**src/hw/rtl/b2a_pkg.sv**
```systemverilog
package b2a_pkg;

    // Widest number of digits that padded mode may ask for.
    localparam int MAX_DIGITS = 10;

    localparam int VALUE_W    = 32;
    localparam int BYTE_W     = 8;
    localparam int BCD_DIGITS = (MAX_DIGITS > 10) ? MAX_DIGITS : 10;
    localparam int BCD_W      = 4 * BCD_DIGITS;
    localparam int POS_W      = $clog2(BCD_DIGITS);
    localparam int CNT_W      = $clog2(BCD_DIGITS + 1);
    localparam int BIT_CNT_W  = $clog2(VALUE_W);

    localparam logic [7:0] ASCII_ZERO  = 8'd48;
    localparam logic [7:0] ASCII_MINUS = 8'd45;

    typedef enum logic [1:0] {
        OP_SIGNED_DEC = 2'd0,
        OP_BYTE_DEC   = 2'd1,
        OP_PADDED_DEC = 2'd2,
        OP_BYTE_BIN   = 2'd3
    } op_t;

    typedef struct packed {
        op_t                op;
        logic [VALUE_W-1:0] value;
        logic [3:0]         digit_count;
    } request_t;

    typedef struct packed {
        logic [7:0] char_code;
        logic       last;
    } result_t;

endpackage

```
**src/hw/rtl/binary_to_ascii_number_formatter.sv**
```systemverilog
// Channel   Handshake        Payload              Notes
// request   start / busy     request (request_t)  taken when start is high and busy low
// result    strobe           result (result_t)    valid for one cycle, cannot be held off
//
// A request takes a set-up step, then serial shift-and-add-3 conversion of all
// 32 value bits into a BCD register, one bit a cycle, then a pass over the ten
// digit positions while digits are emitted or skipped. Byte binary skips the
// conversion and steps through its eight bits instead. Reset clears the
// sequencer and the strobe; the receiver cannot stall, so every result is
// shown for exactly one cycle.
module binary_to_ascii_number_formatter (
    input  logic               clk,
    input  logic               rst_n,
    input  logic               start,
    output logic               busy,
    input  b2a_pkg::request_t  request,
    output logic               strobe,
    output b2a_pkg::result_t   result
);
    import b2a_pkg::*;

    typedef enum logic [1:0] {
        ST_IDLE,
        ST_CONV,
        ST_EMIT
    } state_t;

    state_t                state_reg,   state_next;
    op_t                   op_reg,      op_next;
    logic [VALUE_W-1:0]    bin_reg,     bin_next;
    logic [BCD_W-1:0]      bcd_reg,     bcd_next;
    logic [BIT_CNT_W-1:0]  bit_cnt_reg, bit_cnt_next;
    logic [POS_W-1:0]      pos_reg,     pos_next;
    logic [CNT_W-1:0]      keep_reg,    keep_next;
    logic                  seen_reg,    seen_next;
    logic                  strobe_reg,  strobe_next;
    result_t               result_reg,  result_next;

    logic [BCD_W-1:0]      bcd_adj;
    logic [3:0]            top_digit;
    logic                  emit;

    // Add three to every BCD digit of five or more before the shift. The digits
    // are independent of one another.
    always_comb
    begin
        for (int i = 0; i < BCD_DIGITS; i++)
        begin
            if (bcd_reg[4*i +: 4] >= 4'd5)
            begin
                bcd_adj[4*i +: 4] = bcd_reg[4*i +: 4] + 4'd3;
            end
            else
            begin
                bcd_adj[4*i +: 4] = bcd_reg[4*i +: 4];
            end
        end
    end

    assign top_digit = bcd_reg[BCD_W-1 -: 4];

    // Decide whether the digit position now at the top of the BCD register is
    // printed. Leading zeros are dropped until the units digit, which always
    // prints; padded mode prints only the low positions it was asked for.
    always_comb
    begin
        case (op_reg)
            OP_PADDED_DEC: emit = (CNT_W'(pos_reg) < keep_reg);
            OP_BYTE_BIN:   emit = 1'b1;
            default:       emit = seen_reg || (top_digit != 4'd0) || (pos_reg == '0);
        endcase
    end

    always_comb
    begin
        state_next   = state_reg;
        op_next      = op_reg;
        bin_next     = bin_reg;
        bcd_next     = bcd_reg;
        bit_cnt_next = bit_cnt_reg;
        pos_next     = pos_reg;
        keep_next    = keep_reg;
        seen_next    = seen_reg;
        strobe_next  = 1'b0;
        result_next  = result_reg;

        case (state_reg)
            ST_IDLE:
            begin
                if (start)
                begin
                    op_next      = request.op;
                    bcd_next     = '0;
                    bit_cnt_next = '0;
                    seen_next    = 1'b0;
                    pos_next     = POS_W'(BCD_DIGITS - 1);
                    state_next   = ST_CONV;

                    if (CNT_W'(request.digit_count) > CNT_W'(MAX_DIGITS))
                    begin
                        keep_next = CNT_W'(MAX_DIGITS);
                    end
                    else
                    begin
                        keep_next = CNT_W'(request.digit_count);
                    end

                    case (request.op)
                        OP_SIGNED_DEC:
                        begin
                            if (request.value[VALUE_W-1])
                            begin
                                // The magnitude is taken unsigned, so the most
                                // negative value converts correctly.
                                bin_next               = '0 - request.value;
                                strobe_next            = 1'b1;
                                result_next.char_code  = ASCII_MINUS;
                                result_next.last       = 1'b0;
                            end
                            else
                            begin
                                bin_next = request.value;
                            end
                        end
                        OP_BYTE_DEC:
                        begin
                            bin_next = {{(VALUE_W-BYTE_W){1'b0}}, request.value[BYTE_W-1:0]};
                        end
                        OP_BYTE_BIN:
                        begin
                            bin_next   = {{(VALUE_W-BYTE_W){1'b0}}, request.value[BYTE_W-1:0]};
                            pos_next   = POS_W'(BYTE_W - 1);
                            state_next = ST_EMIT;
                        end
                        default:
                        begin
                            bin_next = request.value;
                        end
                    endcase
                end
            end

            ST_CONV:
            begin
                bcd_next     = {bcd_adj[BCD_W-2:0], bin_reg[VALUE_W-1]};
                bin_next     = {bin_reg[VALUE_W-2:0], 1'b0};
                bit_cnt_next = bit_cnt_reg + 1'b1;
                if (bit_cnt_reg == BIT_CNT_W'(VALUE_W - 1))
                begin
                    state_next = ST_EMIT;
                end
            end

            ST_EMIT:
            begin
                if (op_reg == OP_BYTE_BIN)
                begin
                    result_next.char_code = ASCII_ZERO + {7'd0, bin_reg[BYTE_W-1]};
                    bin_next              = {bin_reg[VALUE_W-2:0], 1'b0};
                end
                else
                begin
                    result_next.char_code = ASCII_ZERO + {4'd0, top_digit};
                    bcd_next              = {bcd_reg[BCD_W-5:0], 4'd0};
                end
                result_next.last = (pos_reg == '0);

                if (emit)
                begin
                    strobe_next = 1'b1;
                    seen_next   = 1'b1;
                end
                else
                begin
                    result_next = result_reg;
                end

                pos_next = pos_reg - 1'b1;
                if (pos_reg == '0)
                begin
                    state_next = ST_IDLE;
                end
            end

            default:
            begin
                state_next = ST_IDLE;
            end
        endcase
    end

    always_ff @(posedge clk or negedge rst_n)
    begin
        if (!rst_n)
        begin
            state_reg   <= ST_IDLE;
            op_reg      <= OP_SIGNED_DEC;
            bin_reg     <= '0;
            bcd_reg     <= '0;
            bit_cnt_reg <= '0;
            pos_reg     <= '0;
            keep_reg    <= '0;
            seen_reg    <= 1'b0;
            strobe_reg  <= 1'b0;
            result_reg  <= '0;
        end
        else
        begin
            state_reg   <= state_next;
            op_reg      <= op_next;
            bin_reg     <= bin_next;
            bcd_reg     <= bcd_next;
            bit_cnt_reg <= bit_cnt_next;
            pos_reg     <= pos_next;
            keep_reg    <= keep_next;
            seen_reg    <= seen_next;
            strobe_reg  <= strobe_next;
            result_reg  <= result_next;
        end
    end

    assign busy   = (state_reg != ST_IDLE);
    assign strobe = strobe_reg;
    assign result = result_reg;

endmodule
```
**config.mk**
```make
export PLATFORM = sky130hd
export DESIGN_NAME = binary_to_ascii_number_formatter
export DESIGN_NICKNAME = d
export VERILOG_FILES = /design/src/hw/rtl/b2a_pkg.sv /design/src/hw/rtl/binary_to_ascii_number_formatter.sv
export SDC_FILE = /design/constraint.sdc
export NUM_CORES = 1
export LEC_CHECK = 0
export BUFFER_PORTS_ARGS = -buffer_cell sky130_fd_sc_hd__buf_4
export CAP_MARGIN = 5
export CORE_MARGIN = 2
export CORE_UTILIZATION = 45
export DETAILED_ROUTE_END_ITERATION = 6
export GPL_TIMING_DRIVEN = 0
export PLACE_DENSITY = 0.64
export SYNTH_ARGS = -nofsm -noshare
export SYNTH_HDL_FRONTEND = slang
export SYNTH_SLANG_ARGS = --single-unit
```
**constraint.sdc**
```tcl
create_clock -name clk -period 2.42 [get_ports clk]
set_clock_uncertainty 0.05 [all_clocks]
set_input_delay 0.121 -clock clk [delete_from_list [all_inputs] [get_ports clk]]
set_output_delay 0.121 -clock clk [all_outputs]
set_load 0.02 [all_outputs]
```
Word-level counts from Yosys, hierarchy flattened
Index checks and enable logic that the tools add are counted.
{ "totals": {"register_bits": 100, "latchBits": 0, "ram_bits": 0, "mem_bits_ro": 0, "input_bits": 41, "word_cells": 116, "n_memories": 0} }
{ "classes": {"addsub": 15, "mul": 0, "div": 0, "n_lt_le_gt_ge": 12, "n_eq_ne": 15, "shifts": 0, "n_mux": 44, "n_bitwise": 0, "n_reduce_logical": 19} }
{ "ops": {"columns": ["operator", "n"], "rows": [
  ["one-hot mux 40 bit (3 select lines)", 1],
  ["2-to-1 mux 32 bit", 3],
  ["one-hot mux 32 bit (3 select lines)", 1],
  ["2-to-1 mux 40 bit", 2],
  ["one-hot mux 32 bit (2 select lines)", 1],
  ["2-to-1 mux 4 bit", 12],
  ["greater-or-equal comparator 4 x 3 -> 1 bit (second input constant)", 10],
  ["adder 4 x 2 -> 4 bit (second input constant)", 9],
  ["2-to-1 mux 9 bit", 4],
  ["subtractor 1 x 32 -> 32 bit (first input constant)", 1],
  ["one-hot mux 9 bit (2 select lines)", 1],
  ["!= test 2 bit (second input constant)", 7],
  ["AND reduction 3 bit", 4],
  ["one-hot mux 5 bit (2 select lines)", 1],
  ["equality test 2 bit (second input constant)", 4],
  ["2-to-1 mux 2 bit", 4],
  ["one-hot mux 4 bit (2 select lines)", 1],
  ["adder 6 x 1 -> 7 bit (first input constant)", 1],
  ["adder 6 x 4 -> 7 bit (first input constant)", 1],
  ["2-to-1 mux 7 bit", 1],
  ["2-to-1 mux 1 bit", 6],
  ["one-hot mux 1 bit (2 select lines)", 3],
  ["one-hot mux 2 bit (3 select lines)", 1],
  ["AND reduction 2 bit", 3],
  ["other kinds (18)", 23]
]} }

Longest topological paths before layout
Gate-level depths: netlist of the first run.
{ "depth": {"depth_word": 6, "mapped_depth": 9, "depth_no_buf": 8} }

Least setup slack after synthesis of the first run
Ideal clock, no wire load.
{ "synth_path": {"path_kind": "flip-flop to flip-flop", "start": "register state_reg[0]", "end": "register bin_reg[22]", "setup_ns": 0.082, "arrival_time_ns": 1.984, "required_time_ns": 2.288, "path_slack_ns": 0.304, "stages_incl_launch_ff": 9, "path_buffers": 3, "synth_period_minus_slack_ns": 2.116, "path_cell_list": "dfrtp_1 > inv_1 > ha_1 > clkbuf_1 > a211oi_1 > clkbuf_1 > buf_1 > nor2_1 > a31oi_1"} }
{ "synth_via": {"elab_chain_len": 3, "elab_cells_between_ends": 8, "cone_classes": "eq/ne (4); mux (1); reduce/logical (3)"} }
{ "synth_rtl": {"columns": ["item", "line", "rtl"], "rows": [
  ["start: declaration", "binary_to_ascii_number_formatter.sv:28", "state_t state_reg, state_next;"],
  ["start signal: assignment", "binary_to_ascii_number_formatter.sv:209", "state_reg <= state_next;"],
  ["equality test 2 bit (tied with other cells)", "binary_to_ascii_number_formatter.sv:87", "case (state_reg)"],
  ["!= test 2 bit (no source line) or nonzero test 3 bit (tied branches)", null, null],
  ["AND reduction 3 bit (no source line)", null, null],
  ["end signal: assignment", "binary_to_ascii_number_formatter.sv:211", "bin_reg <= bin_next;"],
  ["end: declaration", "binary_to_ascii_number_formatter.sv:30", "logic [VALUE_W-1:0] bin_reg, bin_next;"]
]} }
Parallel ways exist; a longest one is shown, timed or not.
A chain may end at the register's enable or synchronous reset.

Worst setup path in the final report of the first run
{ "layout_path": {"start": "register state_reg[0]", "end": "register bin_reg[12]"} }
Same word-level chain as after synthesis.

==> flow_summary.toml, run 1 <==
[critical_path]
critical_path_peak_fanout = 10
crit_cells = 7
crit_chain = "inv_1 > ha_1 > clkbuf_1 > a211oi_4 > nand2_1 > clkbuf_1 > o22ai_1"
worst_setup_path_start_kind = "flop"
cpMaxStageDelayCell = "clkbuf_1"
crit_family = "buffers and inverters"
worstPathArrival_ps = 2510
rr_endpoint = "bin_reg[12]"
endpoint_kind = "flop"
worst-path-buf-inv = 3
crit_type = "reg -> reg"
rr_worst_depth = 7
crit_top_cell = "clkbuf_1"
rrSetupSlack_ps = 70
max_stage_delay_ps = 470
critPathRequiredTime_ps = 2580
r2r-start = "state_reg[0]"

[sta]
relSlewSlack_pct = 38.1
period_needed_ps = 2350
slew_violations = 0
worstMarginPinSlew_ps = 928
period_share_pct = 97.1
rsz0062_at_grt = "no"
final-hold-violation-count = 0
fmax_ghz = 0.426
setup_viol = 0

[die]
coreArea_mm2 = 0.0134
die_h_um = 122
pin_count = 52
die_area_mm2 = 0.0148
start_util_pct = 46.4
row_count = 42
die_w_um = 122

[synthesis]
synthArstFlopShare_pct = 100
synthFlopType = "dfrtp_1"
synth_enable_flop_cells = 0
synth_seq_area_share_pct = 39.4
postSynthCellCount = 742
netlist_area_mm2 = 0.00622
ys_types = 61
yosys_warnings = 0
ys_ff_latch = 98
postSynthAreaPerCell_um2 = 8.39

[clock_network]
clk_pin_slew_ps = 70
clockBufferDepth = 2
postCtsSetupBuffers = 0
cts_sinks = 98
cts_root_buf = "clkbuf_16"
clkLatencyLatePin_ps = 350
cts_tree = "built"
ctsHtreeMaxLevel = 3
numCtsBuffers = 9

[global_route]
grt_pass1_wl_um = 27300
track_usage_pct = 23.0
antenna_found_initial = 0
grt_pass1_vias = 5542
grt_overflow_total = 0
grt_max_degree = 99

[status]
status = "finished clean"

[power]
leakage_nw = 3.03
vdd_drop_max_mv = 0.617
total_power_mw = 7.64
power-per-cell-area_mw_per_mm2 = 1060

[cells_and_area]
multi_input_comb_area_mm2 = 0.00348
nets = 881
final_cell_mix = "98 x dfrtp_1, 88 x nand2_1, 80 x o21ai_0, 61 x nor2_1, 54 x a21oi_1"
final_area_mm2 = 0.00722
seq_area_mm2 = 0.00245
final_common_cell = "dfrtp_1"
largest_reg_flops = 40
antenna_cells = 0
fillers = 1252
drive_gt1_share_pct = 11.6
syn_to_final_growth_pct = 16.0

[flow_run]
max_cap_viol_count = 0

[place]
hpwl_um = 11600
place_congestion = 0.855
placed_cell_area_mm2 = 0.00682
io_buffers = 49

[routing]
drt_pass1_iterations = 5
drt_first_iter_violations = 407
wl_per_cell_um = 16.5
route.detailed.drc = 0
routed_wirelength_um = 16300
postRouteAntennaNets = 0
via_per_inst = 5.82
vias = 5748

[min_path]
holdPathStages = 2
hold_path.class = "in -> reg"
worstHoldStart = "request[37]"
hold_end = "op_reg[1]"
[stage by stage]
step | setup WS (ps) | TNS (ps) | instances | hold WS, ps | util [%]
final | 71.3 | 0 | 988 | 34.5 | 53.9
after global routing | 13.0 | 0 | 988 | 48.8 | 53.9
after CTS | 11.6 | 0 | 987 | 25.2 | 53.6
after detailed placement | -359 | -8120 | 968 | 335 | 50.9
after global placement | -313 | -6230 | 968 | 331 | 50.9
after floorplan | 304 | 0 | 743 | -225 | -
[report_power, final]
group	switching [mW]	internal, mW
clock	0.632	0.901
combinational	2.51	1.23
sequential	0.287	2.09
total	3.42	4.22
[how the worst max path moves through the flow]
stage / from / end / slack [ps]
after detailed placement: state_reg[0] / bin_reg[29] / -360
after floorplan: state_reg[0] / bin_reg[22] / 300
final: state_reg[0] / bin_reg[12] / 70
after CTS: pos_reg[1] / result[4] / 10
after global routing: state_reg[0] / bcd_reg[21] / 10
after global placement: state_reg[0] / bin_reg[22] / -310
[logic make-up after synthesis]
| kind of cell | count (synthesis) | share of synthesized area (%) |
|---|---|---|
| fa+ha+maj | 32 | 6.43 |
| flops | 98 | 39.4 |
| other cells | 1 | 0.0603 |
| xor+xnor | 43 | 6.05 |
| simple gates | 230 | 17.3 |
| buf+inv | 81 | 5.37 |
| mux | 6 | 1.03 |
| compound gates | 251 | 24.3 |
[cell type report]
| class | instances | area share, % |
|---|---|---|
| well taps | 176 | 3.05 |
| multi-input cells | 564 | 48.2 |
| clock buffers | 10 | 3.17 |
| plain buffers | 41 | 2.65 |
| inverters | 40 | 2.08 |
| flip-flops and latches | 98 | 34.0 |
| clock inverters | 5 | 1.09 |
| repair buffers | 54 | 5.84 |
[synth_stat cells (4+ instances only)]
library cell  number  area, µm²
o21ai_0           80        400
nand3_1            8       40.0
xnor2_1           26        228
a22oi_1           38        285
a211oi_1           4       30.0
nor2_1            62        233
o22ai_1           37        231
clkbuf_1          32        120
or3_1              4       25.0
nor3_1            13       65.1
a31oi_1            9       56.3
nand2_1           89        334
inv_1             40        150
ha_1              32        400
dfrtp_1           98       2450
a21oi_1           54        270
nand4_1            5       31.3
o31ai_1            5       37.5
nor4_1             7       43.8
xor2_1            17        149
and3_1             6       37.5
nand2b_1          15       93.8
[layer usage]
layer | vias up | GRT usage [%] | wire (µm)
li1 | 2780 | - | -
met5 | - | 0 | 0
met1 | 2778 | 31.6 | 7530
met4 | 0 | 7.61 | 226
met3 | 21 | 3.14 | 792
met2 | 169 | 37.6 | 7770
[repair_timing]
action / 4_1_cts / 5_1_grt
endpoints found under the hold margin: 4 / 98
gates resized for setup: 9 / 10
setup endpoints to repair: 50 / 47
hold buffers: 4 / 1
No activity file was read; power rests on OpenSTA's default activity.
==> run 2, diff against run 1 <==
--- a/config.mk
+++ b/config.mk
@@ -12,6 +12,7 @@
 export DETAILED_ROUTE_END_ITERATION = 6
 export GPL_TIMING_DRIVEN = 0
 export PLACE_DENSITY = 0.64
+export RECOVER_POWER = 50
 export SYNTH_ARGS = -nofsm -noshare
 export SYNTH_HDL_FRONTEND = slang
 export SYNTH_SLANG_ARGS = --single-unit
==> run 2 against run 1 <==
Against the previous run: worst hold slack lost 4.2 ps; combinational power shrank 1%; global-route usage is the same; routed wire length is 0.32% higher; via count decreased by 0.40%; count of clock-buffer cells in the layout did not move; register-to-register slack improved by 20 ps; total power is 0.41% lower; largest power group unchanged.
==> flow_summary.toml, run 2 (synthesis results as in run 1) <==
[status]
status = "finished clean"

[clock_network]
clockBufferDepth = 2
cts_tree = "built"
cts_sinks = 98
postCtsSetupBuffers = 0
ctsHtreeMaxLevel = 3
numCtsBuffers = 9
clkLatencyLatePin_ps = 350
clk_pin_slew_ps = 70
cts_root_buf = "clkbuf_16"

[critical_path]
worstPathArrival_ps = 2490
worst_setup_path_start_kind = "flop"
critical_path_peak_fanout = 10
critPathRequiredTime_ps = 2580
crit_type = "reg -> reg"
endpoint_kind = "flop"

[cells_and_area]
fillers = 1261
final_area_mm2 = 0.00719
antenna_cells = 0
drive_gt1_share_pct = 10.6
final_common_cell = "dfrtp_1"
final_cell_mix = "98 x dfrtp_1, 88 x nand2_1, 80 x o21ai_0, 61 x nor2_1, 54 x a21oi_1"
largest_reg_flops = 40
nets = 881
syn_to_final_growth_pct = 15.5

[global_route]
track_usage_pct = 23.0
antenna_found_initial = 0
grt_pass1_vias = 5542
grt_pass1_wl_um = 27300
grt_max_degree = 99
grt_overflow_total = 0

[power]
leakage_nw = 3.00
power-per-cell-area_mw_per_mm2 = 1060
vdd_drop_max_mv = 0.615
total_power_mw = 7.61

[sta]
slew_violations = 0
relSlewSlack_pct = 7.75
hold_ws_ps = 30.3
final-hold-violation-count = 0
period_needed_ps = 2330
setup_viol = 0
worstMarginPinSlew_ps = 1380
period_share_pct = 96.2
fmax_ghz = 0.429
rsz0062_at_grt = "no"

[place]
place_congestion = 0.855
io_buffers = 49
placed_cell_area_mm2 = 0.00682
hpwl_um = 11600

[die]
die_w_um = 122
start_util_pct = 46.4
pin_count = 52
row_count = 42
die_area_mm2 = 0.0148
die_h_um = 122
coreArea_mm2 = 0.0134

[routing]
vias = 5725
wl_per_cell_um = 16.6
drt_first_iter_violations = 474
via_per_inst = 5.79
routed_wirelength_um = 16400
postRouteAntennaNets = 0
drt_pass1_iterations = 5
route.detailed.drc = 0

[min_path]
hold_path.class = "in -> reg"

[flow_run]
max_cap_viol_count = 0
[run 2: timing repair]
action | CTS | global route
hold buffers | 4 | 1
gates cloned | 0 | 0
setup endpoints to repair | 50 | 47
gates resized for setup | 9 | 10
hold endpoints to repair | 4 | 98
[run 2: worst paths after layout]
path	startpoint	depth (start not counted)	to	slack, ps
worst max-delay path	state_reg[0]	7	bin_reg[12]	90
worst min register to register	result[6]	1	result[6]	420
max in group asynchronous	rst_n	2	pos_reg[3]	850
worst max register to register	state_reg[0]	7	bin_reg[12]	90
min in group asynchronous	rst_n	2	bcd_reg[14]	610
worst min-delay path	request[17]	3	bin_reg[13]	30
[run 2: cell type report]
class	count	area [µm²]	share of cell area (%)
flip-flops and latches	98	2450	34.1
plain buffers	41	191	2.66
inverters	40	150	2.09
clock buffers	10	229	3.19
clock inverters	5	78.8	1.10
well taps	176	220	3.06
repair buffers	54	388	5.40
multi-input cells	564	3480	48.4
[run 2: routing by layer]
| metal | part of all wire (%) | up-vias | track usage (%) |
|---|---|---|---|
| met5 | 0 | - | 0 |
| met4 | 1.3 | 0 | 7.61 |
| met3 | 4.4 | 17 | 3.14 |
| met2 | 48 | 158 | 37.6 |
| met1 | 46 | 2773 | 31.6 |
| li1 | - | 2777 | - |
[run 2: critical path, stage by stage, from the launching register on]
cell and delay, ps:
dfrtp_1 410, inv_1 120, ha_1 190, clkbuf_1 350, a211oi_4 150, nand2_1 260, clkbuf_1 460, o22ai_1 190
[run 2: power breakdown]
| part | total, mW | leakage (nW) | internal [mW] | switching, mW |
|---|---|---|---|---|
| sequential | 2.38 | 1.26 | 2.09 | 0.287 |
| combinational | 3.69 | 1.59 | 1.19 | 2.50 |
| clock | 1.54 | 0.153 | 0.901 | 0.639 |
[run 2: metrics by stage]
stage	cells	worst slack [ps]	TNS, ps	util, %
after floorplan	743	304	0	-
after global placement	968	-313	-6230	50.9
after detailed placement	968	-359	-8120	50.9
after CTS	987	11.6	0	53.6
after global routing	988	13.0	0	53.6
final	988	91.6	0	53.6
==> run 3, diff against run 2 <==
--- a/config.mk
+++ b/config.mk
@@ -12,7 +12,7 @@
 export DETAILED_ROUTE_END_ITERATION = 6
 export GPL_TIMING_DRIVEN = 0
 export PLACE_DENSITY = 0.64
-export RECOVER_POWER = 50
+export RECOVER_POWER = 100
 export SYNTH_ARGS = -nofsm -noshare
 export SYNTH_HDL_FRONTEND = slang
 export SYNTH_SLANG_ARGS = --single-unit
==> run 3 against run 2 <==
Against the previous run: register-to-register slack about the same; first-iteration DRC count decreased by 11%; combinational power about the same; routed wire length decreased by 0.34%; critical path depth unchanged; utilization decreased by 0.10 points; worst setup slack improved by 7.4 ps; non-clock buffer count unchanged.
==> flow_summary.toml, run 3 (synthesis results as in run 1) <==
[critical_path]
crit_type = "reg -> reg"
crit_top_cell = "clkbuf_1"
crit_start = "state_reg[0]"
worstPathArrival_ps = 2480
crit_cells = 7
endpoint_kind = "flop"
r2r-start = "state_reg[0]"
endpoint = "bin_reg[12]"
max_stage_delay_ps = 460
worst-path-buf-inv = 3
crit_chain = "inv_1 > ha_1 > clkbuf_1 > a211oi_4 > nand2_1 > clkbuf_1 > o22ai_1"
rrSetupSlack_ps = 100
worst_setup_path_start_kind = "flop"
critPathRequiredTime_ps = 2580
crit_family = "buffers and inverters"
cpMaxStageDelayCell = "clkbuf_1"
critical_path_peak_fanout = 10
rr_worst_depth = 7
rr_endpoint = "bin_reg[12]"

[global_route]
track_usage_pct = 23.0
antenna_found_initial = 0
grt_pass1_vias = 5542
grt_max_degree = 99
grt_pass1_wl_um = 27300
grt_overflow_total = 0

[clock_network]
clockBufferDepth = 2
numCtsBuffers = 9
clkLatencyLatePin_ps = 350
cts_root_buf = "clkbuf_16"
postCtsSetupBuffers = 0
cts_sinks = 98
cts_tree = "built"
ctsHtreeMaxLevel = 3
clk_pin_slew_ps = 70

[sta]
setup_viol = 0
period_share_pct = 95.9
relSlewSlack_pct = 7.60
rsz0062_at_grt = "no"
final-hold-violation-count = 0
fmax_ghz = 0.431
slew_violations = 0
hold_ws_ps = 32.0
worstMarginPinSlew_ps = 1390
period_needed_ps = 2320
fin_ws_ps = 99.1

[min_path]
hold_path.class = "in -> reg"

[routing]
drt_pass1_iterations = 5
via_per_inst = 5.81
postRouteAntennaNets = 0
drt_first_iter_violations = 424
vias = 5744
route.detailed.drc = 0
wl_per_cell_um = 16.5
routed_wirelength_um = 16300

[cells_and_area]
syn_to_final_growth_pct = 15.3
seq_area_mm2 = 0.00245
nets = 881
largest_reg_flops = 40
antenna_cells = 0
drive_gt1_share_pct = 10.5
fin_util_pct = 53.5
final_common_cell = "dfrtp_1"
final_area_mm2 = 0.00717
final_cell_mix = "98 x dfrtp_1, 88 x nand2_1, 80 x o21ai_0, 61 x nor2_1, 54 x a21oi_1"
multi_input_comb_area_mm2 = 0.00347
fillers = 1263

[status]
status = "finished clean"

[die]
die_area_mm2 = 0.0148
pin_count = 52
coreArea_mm2 = 0.0134
start_util_pct = 46.4
die_h_um = 122
row_count = 42
die_w_um = 122

[place]
io_buffers = 49
hpwl_um = 11600
place_congestion = 0.855
placed_cell_area_mm2 = 0.00682
post-place-ws_ps = -359

[power]
leakage_nw = 2.98
total_power_mw = 7.60
power-per-cell-area_mw_per_mm2 = 1060
vdd_drop_max_mv = 0.615

[flow_run]
max_cap_viol_count = 0
## run 3: cell count changes in the layout (fill, tap and decap cells not counted), sizes merged
cell	delta
buf	-3
clkbuf	+3
## run 3: area by class of cell
| class | count | area share [%] |
|---|---|---|
| Timing Repair Buffer | 54 | 5.35 |
| Inverter | 40 | 2.09 |
| Clock buffer | 10 | 3.19 |
| Clock inverter | 5 | 1.10 |
| Multi-Input combinational cell | 564 | 48.3 |
| Tap cell | 176 | 3.07 |
| Buffer | 41 | 2.67 |
| Sequential cell | 98 | 34.2 |
## run 3: stage by stage
step / instances / setup TNS, ps
final: 988 / 0
after global routing: 988 / 0
after CTS: 987 / 0
after detailed placement: 968 / -8120
after global placement: 968 / -6230
after floorplan: 743 / 0
## run 3: where the power goes
| group | total, mW | leakage, nW | switching [mW] | internal, mW |
|---|---|---|---|---|
| Clock | 1.53 | 0.153 | 0.633 | 0.901 |
| Sequential | 2.38 | 1.26 | 0.287 | 2.09 |
| Combinational | 3.69 | 1.57 | 2.50 | 1.19 |
| Total | 7.60 | 2.98 | 3.42 | 4.18 |
## run 3: worst min path at each step
stage | start | end | cells past startpoint
6_report | request[17] | bin_reg[13] | 3
5_1_grt | request[27] | bin_reg[23] | 3
3_3_place_gp | request[3] | keep_reg[3] | 2
2_1_floorplan | rst_n | bcd_reg[0] | 0
3_5_place_dp | request[3] | keep_reg[3] | 2
4_1_cts | request[34] | bin_reg[31] | 3
## run 3: worst register-to-register path, stage by stage, from the launching register on
cell and delay [ps]:
dfrtp_1 410, inv_1 120, ha_1 200, clkbuf_1 360, a211oi_4 150, nand2_1 250
clkbuf_1 460, o22ai_1 190
## run 3: repair_timing
item | in CTS | in global routing
endpoints found under the setup margin | 50 | 47
endpoints found under the hold margin | 4 | 98
pin swaps | 0 | 0
gates cloned | 0 | 0
gates resized for setup | 9 | 10
hold buffers | 4 | 1
## run 3: metal layers
| layer | vias up | wire [µm] | global-route usage, % |
|---|---|---|---|
| met5 | - | 0 | 0 |
| met1 | 2751 | 7620 | 31.6 |
| met3 | 29 | 707 | 3.14 |
| met2 | 179 | 7730 | 37.6 |
| met4 | 0 | 266 | 7.61 |
| li1 | 2785 | - | - |
